**src/design/hwag_pkg.sv**
```systemverilog
// shared types and constants for the half-wave arch gate
package hwag_pkg;

  // default arch buffer depth
  localparam int MAX_ARCH_DEF = 64;

  // field widths
  localparam int SAMPLE_W  = 16;
  localparam int MAG_W     = 17;
  localparam int LEN_W     = 7;
  localparam int SUM_W     = 22;
  localparam int CFG_IDX_W = 2;
  localparam int CFG_W     = 22;

  // register reset values
  localparam logic [LEN_W-1:0] WIDTH_MIN_RST = 7'd4;
  localparam logic [LEN_W-1:0] WIDTH_MAX_RST = 7'd65;
  localparam logic [SUM_W-1:0] POWER_THR_RST = 22'd128;

  // configuration register indexes
  typedef enum logic [CFG_IDX_W-1:0] {
    REG_WIDTH_MIN = 2'd0,
    REG_WIDTH_MAX = 2'd1,
    REG_POWER_THR = 2'd2
  } cfg_reg_t;

  // one finished arch handed from front to back
  typedef struct packed {
    logic             bank;
    logic [LEN_W-1:0] len;
    logic             keep;
  } desc_t;

endpackage

```
**src/design/hwag_ram.sv**
```systemverilog
// generic simple dual-port ram with registered read
module hwag_ram #(
  parameter int WIDTH = 16,
  parameter int DEPTH = 128
) (
  input  logic                     clk,
  input  logic                     wr_en,
  input  logic [$clog2(DEPTH)-1:0] wr_addr,
  input  logic [WIDTH-1:0]         wr_data,
  input  logic                     rd_en,
  input  logic [$clog2(DEPTH)-1:0] rd_addr,
  output logic [WIDTH-1:0]         rd_data
);

  logic [WIDTH-1:0] mem [DEPTH];

  // write port
  always_ff @(posedge clk) begin
    if (wr_en) begin
      mem[wr_addr] <= wr_data;
    end
  end

  // read port, data held until next read
  always_ff @(posedge clk) begin
    if (rd_en) begin
      rd_data <= mem[rd_addr];
    end
  end

endmodule

```
**src/design/hwag_front.sv**
```systemverilog
// front end: accepts samples, tracks arches, gates them and writes the buffer
module hwag_front #(
  parameter int MAX_ARCH = hwag_pkg::MAX_ARCH_DEF
) (
  input  logic                            clk,
  input  logic                            rst,
  input  logic                            in_valid,
  output logic                            in_stall,
  input  logic [hwag_pkg::SAMPLE_W-1:0]   sample_in,
  input  logic                            cfg_valid,
  output logic                            cfg_ready,
  input  logic [hwag_pkg::CFG_IDX_W-1:0]  cfg_index,
  input  logic [hwag_pkg::CFG_W-1:0]      cfg_data,
  input  logic                            bank_free,
  output logic                            wr_en,
  output logic [$clog2(MAX_ARCH):0]       wr_addr,
  output logic [hwag_pkg::SAMPLE_W-1:0]   wr_data,
  output logic                            push,
  output hwag_pkg::desc_t                 push_desc
);

  import hwag_pkg::*;

  localparam int IDX_W = $clog2(MAX_ARCH);
  localparam logic [LEN_W-1:0] MAX_LEN = LEN_W'(MAX_ARCH);

  logic [LEN_W-1:0] width_min;
  logic [LEN_W-1:0] width_max;
  logic [SUM_W-1:0] power_thr;

  logic [LEN_W-1:0] len;
  logic [LEN_W-1:0] len_next;
  logic [SUM_W-1:0] sum;
  logic [SUM_W-1:0] sum_next;
  logic             pol_up;
  logic             bank;

  logic             neg;
  logic             pos;
  logic [MAG_W-1:0] sx;
  logic [MAG_W-1:0] mag;
  logic             flip;
  logic             emit;
  logic             take;
  logic             keep;
  logic             wr_bank;
  logic [LEN_W-1:0] base_len;
  logic [SUM_W-1:0] base_sum;
  logic [SUM_W:0]   sum_wide;
  logic             room;

  assign cfg_ready = 1'b1;

  // configuration registers
  always_ff @(posedge clk) begin
    if (rst) begin
      width_min <= WIDTH_MIN_RST;
      width_max <= WIDTH_MAX_RST;
      power_thr <= POWER_THR_RST;
    end else if (cfg_valid && cfg_ready) begin
      unique case (cfg_reg_t'(cfg_index))
        REG_WIDTH_MIN: width_min <= cfg_data[LEN_W-1:0];
        REG_WIDTH_MAX: width_max <= cfg_data[LEN_W-1:0];
        REG_POWER_THR: power_thr <= cfg_data[SUM_W-1:0];
        default: ;
      endcase
    end
  end

  // classify the incoming sample
  assign neg  = sample_in[SAMPLE_W-1];
  assign pos  = !neg && (sample_in != '0);
  assign sx   = {sample_in[SAMPLE_W-1], sample_in};
  assign mag  = neg ? (~sx + MAG_W'(1)) : sx;
  assign flip = (pos && !pol_up) || (neg && pol_up);
  assign emit = flip && (len != '0);

  // a flip needs the other bank, which the back end may still be reading
  assign in_stall = emit && !bank_free;
  assign take     = in_valid && !in_stall;

  // gate decision for the arch that is closing
  assign keep = (len > width_min) && (len < width_max) && (sum > power_thr);

  assign push      = take && emit;
  assign push_desc = '{bank: bank, len: len, keep: keep};

  // new sample starts from an empty arch on a flip
  assign base_len = flip ? '0 : len;
  assign base_sum = flip ? '0 : sum;
  assign room     = base_len < MAX_LEN;
  assign wr_bank  = emit ? ~bank : bank;

  assign wr_en   = take && room;
  assign wr_addr = {wr_bank, base_len[IDX_W-1:0]};
  assign wr_data = sample_in;

  // saturating length and sum
  assign len_next = room ? (base_len + LEN_W'(1)) : base_len;
  assign sum_wide = {1'b0, base_sum} + (SUM_W+1)'(mag);
  assign sum_next = sum_wide[SUM_W] ? '1 : sum_wide[SUM_W-1:0];

  // arch state
  always_ff @(posedge clk) begin
    if (rst) begin
      len    <= '0;
      sum    <= '0;
      pol_up <= 1'b0;
      bank   <= 1'b0;
    end else if (take) begin
      len  <= len_next;
      sum  <= sum_next;
      bank <= wr_bank;
      if (pos) begin
        pol_up <= 1'b1;
      end else if (neg) begin
        pol_up <= 1'b0;
      end
    end
  end

endmodule

```
**src/design/hwag_desc_queue.sv**
```systemverilog
// single-entry queue of finished arch descriptors between front and back
module hwag_desc_queue (
  input  logic            clk,
  input  logic            rst,
  input  logic            push,
  input  hwag_pkg::desc_t push_desc,
  input  logic            pop,
  output logic            q_valid,
  output hwag_pkg::desc_t q_desc
);

  import hwag_pkg::*;

  // occupancy
  always_ff @(posedge clk) begin
    if (rst) begin
      q_valid <= 1'b0;
    end else if (push) begin
      q_valid <= 1'b1;
    end else if (pop) begin
      q_valid <= 1'b0;
    end
  end

  // descriptor payload
  always_ff @(posedge clk) begin
    if (push) begin
      q_desc <= push_desc;
    end
  end

endmodule

```
**src/design/hwag_back.sv**
```systemverilog
// back end: reads a finished arch out of the buffer and emits it sample by sample
module hwag_back #(
  parameter int MAX_ARCH = hwag_pkg::MAX_ARCH_DEF
) (
  input  logic                          clk,
  input  logic                          rst,
  input  logic                          q_valid,
  input  hwag_pkg::desc_t               q_desc,
  output logic                          pop,
  output logic                          busy,
  output logic                          rd_en,
  output logic [$clog2(MAX_ARCH):0]     rd_addr,
  input  logic [hwag_pkg::SAMPLE_W-1:0] rd_data,
  output logic                          out_valid,
  input  logic                          out_stall,
  output logic [hwag_pkg::SAMPLE_W-1:0] sample_out,
  output logic                          kept,
  output logic                          last
);

  import hwag_pkg::*;

  localparam int IDX_W = $clog2(MAX_ARCH);

  desc_t            cur;
  logic [LEN_W-1:0] cnt;
  logic [LEN_W-1:0] cnt_inc;
  logic             last_rd;
  logic             rd_full;
  logic             rd_keep;
  logic             rd_last;
  logic             out_free;
  logic             xfer;

  // read issue and transfer control
  assign out_free = !out_valid || !out_stall;
  assign xfer     = rd_full && out_free;
  assign rd_en    = busy && (!rd_full || xfer);
  assign rd_addr  = {cur.bank, cnt[IDX_W-1:0]};
  assign cnt_inc  = cnt + LEN_W'(1);
  assign last_rd  = cnt_inc == cur.len;
  assign pop      = !busy && q_valid;

  // arch read sequencer
  always_ff @(posedge clk) begin
    if (rst) begin
      busy <= 1'b0;
    end else if (pop) begin
      busy <= 1'b1;
    end else if (rd_en && last_rd) begin
      busy <= 1'b0;
    end
  end

  always_ff @(posedge clk) begin
    if (pop) begin
      cur <= q_desc;
      cnt <= '0;
    end else if (rd_en) begin
      cnt <= cnt_inc;
    end
  end

  // ram read data occupancy, tags travel with it
  always_ff @(posedge clk) begin
    if (rst) begin
      rd_full <= 1'b0;
    end else if (rd_en) begin
      rd_full <= 1'b1;
    end else if (xfer) begin
      rd_full <= 1'b0;
    end
  end

  always_ff @(posedge clk) begin
    if (rd_en) begin
      rd_keep <= cur.keep;
      rd_last <= last_rd;
    end
  end

  // output register
  always_ff @(posedge clk) begin
    if (rst) begin
      out_valid <= 1'b0;
    end else if (xfer) begin
      out_valid <= 1'b1;
    end else if (!out_stall) begin
      out_valid <= 1'b0;
    end
  end

  always_ff @(posedge clk) begin
    if (xfer) begin
      sample_out <= rd_keep ? rd_data : '0;
      kept       <= rd_keep;
      last       <= rd_last;
    end
  end

endmodule

```
**src/design/half_wave_arch_gate_core.sv**
```systemverilog
// top level of the half-wave arch gate
//
//   channel   signals                                   direction
//   in        in_valid, in_stall, sample_in             sample requests in
//   out       out_valid, out_stall, sample_out/kept/last  arch samples out
//   cfg       cfg_valid, cfg_ready, cfg_index, cfg_data register writes in
//
// A sample is taken when in_valid is high; only a polarity flip stalls, and only
// while the previous arch is still queued or being read from its buffer bank.
// An arch of n samples leaves at one sample per cycle while out_stall is low,
// limited by the buffer read port; first comes via queue, sequencer, ram, out reg.
// Reset clears arch length, sum, polarity, queue and output valid; the buffer
// itself is never cleared. A stalled output holds; reads wait behind it.
module half_wave_arch_gate_core #(
  parameter int MAX_ARCH = hwag_pkg::MAX_ARCH_DEF
) (
  input  logic                           clk,
  input  logic                           rst,
  input  logic                           in_valid,
  output logic                           in_stall,
  input  logic [hwag_pkg::SAMPLE_W-1:0]  sample_in,
  output logic                           out_valid,
  input  logic                           out_stall,
  output logic [hwag_pkg::SAMPLE_W-1:0]  sample_out,
  output logic                           kept,
  output logic                           last,
  input  logic                           cfg_valid,
  output logic                           cfg_ready,
  input  logic [hwag_pkg::CFG_IDX_W-1:0] cfg_index,
  input  logic [hwag_pkg::CFG_W-1:0]     cfg_data
);

  import hwag_pkg::*;

  localparam int IDX_W     = $clog2(MAX_ARCH);
  localparam int RAM_DEPTH = 2 * (1 << IDX_W);

  logic                wr_en;
  logic [IDX_W:0]      wr_addr;
  logic [SAMPLE_W-1:0] wr_data;
  logic                rd_en;
  logic [IDX_W:0]      rd_addr;
  logic [SAMPLE_W-1:0] rd_data;
  logic                push;
  desc_t               push_desc;
  logic                pop;
  logic                q_valid;
  desc_t               q_desc;
  logic                busy;
  logic                bank_free;

  // the other bank is free once nothing is queued or being read
  assign bank_free = !q_valid && !busy;

  hwag_front #(
    .MAX_ARCH (MAX_ARCH)
  ) u_front (
    .clk       (clk),
    .rst       (rst),
    .in_valid  (in_valid),
    .in_stall  (in_stall),
    .sample_in (sample_in),
    .cfg_valid (cfg_valid),
    .cfg_ready (cfg_ready),
    .cfg_index (cfg_index),
    .cfg_data  (cfg_data),
    .bank_free (bank_free),
    .wr_en     (wr_en),
    .wr_addr   (wr_addr),
    .wr_data   (wr_data),
    .push      (push),
    .push_desc (push_desc)
  );

  hwag_desc_queue u_queue (
    .clk       (clk),
    .rst       (rst),
    .push      (push),
    .push_desc (push_desc),
    .pop       (pop),
    .q_valid   (q_valid),
    .q_desc    (q_desc)
  );

  hwag_ram #(
    .WIDTH (SAMPLE_W),
    .DEPTH (RAM_DEPTH)
  ) u_ram (
    .clk     (clk),
    .wr_en   (wr_en),
    .wr_addr (wr_addr),
    .wr_data (wr_data),
    .rd_en   (rd_en),
    .rd_addr (rd_addr),
    .rd_data (rd_data)
  );

  hwag_back #(
    .MAX_ARCH (MAX_ARCH)
  ) u_back (
    .clk        (clk),
    .rst        (rst),
    .q_valid    (q_valid),
    .q_desc     (q_desc),
    .pop        (pop),
    .busy       (busy),
    .rd_en      (rd_en),
    .rd_addr    (rd_addr),
    .rd_data    (rd_data),
    .out_valid  (out_valid),
    .out_stall  (out_stall),
    .sample_out (sample_out),
    .kept       (kept),
    .last       (last)
  );

endmodule

```
**config.mk**
```make
export PLATFORM = sky130hd
export DESIGN_NAME = half_wave_arch_gate_core
export DESIGN_NICKNAME = d
export VERILOG_FILES = /design/src/design/hwag_pkg.sv /design/src/design/hwag_ram.sv /design/src/design/hwag_front.sv /design/src/design/hwag_desc_queue.sv /design/src/design/hwag_back.sv /design/src/design/half_wave_arch_gate_core.sv
export SDC_FILE = /design/constraint.sdc
export NUM_CORES = 2
export LEC_CHECK = 0
export ABC_CLOCK_PERIOD_IN_PS = 5260
export BUFFER_PORTS_ARGS = -buffer_cell sky130_fd_sc_hd__buf_2
export CAP_MARGIN = 20
export CELL_PAD_IN_SITES_DETAIL_PLACEMENT = 1
export CELL_PAD_IN_SITES_GLOBAL_PLACEMENT = 1
export CORE_MARGIN = 2
export CORE_UTILIZATION = 35
export CTS_CLUSTER_DIAMETER = 200
export DETAILED_ROUTE_END_ITERATION = 10
export GPL_TIMING_DRIVEN = 0
export PLACE_DENSITY_LB_ADDON = 0.1
export RECOVER_POWER = 25
export SYNTH_ARGS = -nofsm -noshare
export SYNTH_HDL_FRONTEND = slang
export SYNTH_SLANG_ARGS = --single-unit
```
**constraint.sdc**
```tcl
create_clock -name clk -period 5.26 [get_ports clk]
set_input_delay 0.263 -clock clk [delete_from_list [all_inputs] [get_ports clk]]
set_output_delay 0.263 -clock clk [all_outputs]
set_load 0.005 [all_outputs]
```
==> metrics <==
outcome finished with violations; failing checks capacitance limit, slew limit; first-pass GRT wire length 353,000 um; final setup TNS 0 ns; syn avg cell area 22.02 sq um; Total Routing Usage GR 0.2029; Vias 41.52k; xor/xnor share of the synthesized area 0.004014; most common cell after layout, fill and taps aside edfxtp_1; prevailing post-synth register cell edfxtp_1; RSZ-0062 raised after global routing false; crit-path cells dlygate4sd3_1 -> buf_6 -> buf_16 -> or4_4 -> nor4_4 -> a211oi_2 -> nor2_1 -> clkbuf_4 -> buf_4 -> nand3_1 -> clkbuf_2 -> nor2_2 -> buf_8; critical path arrival 5.64 ns; Adder-Cell Fraction of Synth Area 0.008323; max frequency 0.1960 GHz; FF+latch count, synth 2,180; worst r2r src u_back.cnt[1]$_SDFFE_PP0P_; DIE AREA 0.2471 sq mm; vias per cell 5.317; CTS tree yes; largest net degree at the start of global routing 102; Post-route DRC 0; Post-Synth Simple-Gate Area 0.02247; Final Cycle Share 0.9698; fraction of the yosys area taken by sequential cells 0.7602; max incr delay on CP 0.79 ns; CP Max Fanout 71; data required time of the worst path 5.79 ns; Crit Path Category primary input to flip-flop; Setup crit end kind flip-flop; Max IR drop VDD 0.3027 mV; Site Rows 181; CTS Buffer Depth 3; clock slew at reported path FFs 0.06 ns; ratio of cells with drive above 1 in the final layout 0.3095; wire per inst 32.21 um; Hold Crit Class primary input to flip-flop; Setup-failing EPs final 0; CTS Buf Count 233; CTS sink cnt 2,180; CP max-delay cell nand3_1; starting density of the core 0.3508; setup slack after layout 0.1591 ns; Pleak 31.25 nW; Flop pwr share 0.418; mux share of post-synthesis cell area 0.1742; hold endpoint u_front.len[0]$_SDFFE_PP0P_; antenna violations before repair 22; Detailed Route WL 251,500 um; pre-CTS WS -1.265 ns; final hold vios 0; # fillers 22.50k; Worst Tran Pin Value 3.117 ns; Post-synth ARST share 0; Final Core Density 0.4162; Nets 4,500; height of the chip 497.1 um; switching share of power 0.2802; fin area 0.1009 sq mm; first-pass iteration count of the detailed router 6; Synth cell types 67; worst hold path startpoint rst; Area growth, synth to finish 18.64%; CTS Root Cell clkbuf_16; Combinational Power Share 0.231; core area 0.2425 sq mm; clock skew 0.03389 ns; syn nets 3,965; Register-to-Register Path Depth 9; NetSw 12.86 mW; number of post-CTS setup repair buffers 0; Synth Area in Compound Gates 0.01869; DR iter-0 viols 3,977; CP Launch Type primary input; power share of the clock group 0.352; # IOs 66; count of maximum capacitance violations 12; Area after DPL 0.09273 sq mm; internal power 33.03 mW; GPL Wtd Cong 0.7911; hpwl dp 170,700 um; r2r endpoint u_ram.rd_data[10]$_DFFE_PP_; worst relative slew slack -1.078; synthesized instance count 3,864; commonest cells after routing, fill and taps aside edfxtp_1, mux4_2, clkbuf_16; later-pin clock latency in the skew report 0.84 ns; H-tree levels 4; Die Span X 497.1 um; largest family of logic cells by synthesized area multiplexers; Routed Antenna Nets 0; number of port buffers 62; Ys Warns 0; Slew Viols, Final 445; synthesized cell area 0.08509 sq mm; PwrDens 454.6 mW/mm^2; vias in the first global route 44.07k; Min-Delay Path Depth 2; remaining global-route overflow 0; Post-synth EDFFs 2,102; min cycle time layout 5.101 ns; flop2flop setup slack 0.23 ns
synthesized netlist by cell type, types with 3 or more instances:
cell type | number | area (sq um)
a211oi_1 | 13 | 97.59
nor2b_1 | 6 | 37.54
nand3_1 | 18 | 90.09
nor3_1 | 10 | 50.05
nor2_1 | 181 | 679.4
nand4_1 | 17 | 106.4
o31ai_1 | 6 | 45.04
and3_1 | 6 | 37.54
a31oi_1 | 3 | 18.77
ha_1 | 55 | 688.2
o221a_2 | 3 | 33.78
o21a_1 | 8 | 60.06
o22ai_1 | 32 | 200.2
dfxtp_1 | 78 | 1562
mux2i_1 | 41 | 410.4
xnor2_1 | 24 | 210.2
nand3b_1 | 4 | 30.03
a211o_1 | 16 | 140.1
or4_1 | 5 | 37.54
buf_2 | 67 | 335.3
o21ai_0 | 45 | 225.2
clkbuf_1 | 101 | 379.1
or3_1 | 6 | 37.54
a21oi_1 | 80 | 400.4
xor2_1 | 15 | 131.4
edfxtp_1 | 2102 | 63120
nand2b_1 | 9 | 56.30
inv_1 | 46 | 172.7
mux4_2 | 640 | 14410
o211ai_1 | 7 | 52.55
a21o_1 | 16 | 120.1
nand2_1 | 95 | 356.6
nor3b_1 | 3 | 22.52
and2_1 | 36 | 225.2
buf_1 | 29 | 108.9
or2_2 | 3 | 18.77
cell type report:
| class | instances | area [sq um] | share of cell area |
|---|---|---|---|
| Inverter | 46 | 172.7 | 0.001710 |
| Buffer | 199 | 865.8 | 0.008577 |
| Clock inverter | 131 | 1095 | 0.01085 |
| Multi-Input combinational cell | 1438 | 19760 | 0.1957 |
| Clock buffer | 299 | 6382 | 0.06322 |
| Antenna cell | 13 | 32.53 | 0.0003223 |
| Timing Repair Buffer | 301 | 3955 | 0.03918 |
| Tap cell | 3202 | 4006 | 0.03969 |
| Sequential cell | 2180 | 64680 | 0.6408 |
layer usage:
metal / routed length, um / share of wire / vias up / GRT usage
met2: 119800 / 0.48 / 986 / 0.3241
met1: 115500 / 0.46 / 22910 / 0.2974
met5: 7 / 0.000028 / - / 0
met4: 3993 / 0.016 / 2 / 0.03571
met3: 12150 / 0.048 / 235 / 0.03184
li1: - / - / 17390 / -
worst max-delay path by stage:
stage / start / end / slack [ns] / cells past startpoint
after floorplan: sample_in[1] / u_front.sum[6]$_SDFFE_PP0P_ / 0.91 / 19
after global placement: sample_in[0] / u_ram.mem[112][9]$_DFFE_PP_ / -3.01 / 11
after detailed placement: sample_in[0] / u_front.sum[7]$_SDFFE_PP0P_ / -1.27 / 21
after CTS: sample_in[9] / u_front.sum[7]$_SDFFE_PP0P_ / 0.02 / 19
after global routing: sample_in[9] / u_front.sum[7]$_SDFFE_PP0P_ / 0.05 / 19
final: sample_in[9] / u_ram.mem[44][9]$_DFFE_PP_ / 0.16 / 13
state kept, by name, summed over array words and instances, names as in the netlist, 7 cells and up:
name               flops
u_front.width_max      7
u_front.len            7
u_ram.rd_data         16
u_back.cur             8
u_back.sample_out     16
u_front.width_min      7
u_front.power_thr     22
u_back.cnt             7
u_ram.mem           2048
u_front.sum           22
u_queue.q_desc         9
power by group through the flow:
stage          Clock, mW  Combinational, mW  Sequential [mW]
2_1_floorplan          0               6.33             19.5
3_3_place_gp           0               10.6             19.6
3_5_place_dp           0               10.8             19.5
4_1_cts             16.5               10.9             19.2
5_1_grt             17.1               11.2             19.2
6_report            16.1               10.6             19.2
cell families after synthesis:
| family | Yosys count |
|---|---|
| other | 2 |
| muxes | 681 |
| xor gates and xnor gates | 39 |
| adders and majority gates | 56 |
| and+or+nand+nor | 410 |
| buffers and inverters | 246 |
| DFF | 2180 |
| AOI/OAI and AO/OA | 250 |
worst max-delay path: cells and delay by family:
family                 cells  cell delay, ns
buffers and inverters      7            2.46
AO/OA/AOI/OAI              1            0.16
AND/OR/NAND/NOR            5            2.59
per-stage QoR:
| step | power, mW | hold WS (ns) | cells |
|---|---|---|---|
| 2_1_floorplan | 25.84 | 0.3619 | 3864 |
| 3_3_place_gp | 30.16 | 0.4044 | 7128 |
| 3_5_place_dp | 30.31 | 0.4063 | 7289 |
| 4_1_cts | 46.59 | 0.0005108 | 7795 |
| 5_1_grt | 47.48 | 0.1627 | 7803 |
| 6_report | 45.89 | 0.1404 | 7809 |
timing repair:
item                       CTS  global route
gates resized for setup      1             8
gates cloned                 0             0
setup endpoints to repair   21            38
pin swaps                    0             1
hold endpoints to repair   680             0
hold buffers                77             0
Power figures use the tool's default switching activity.
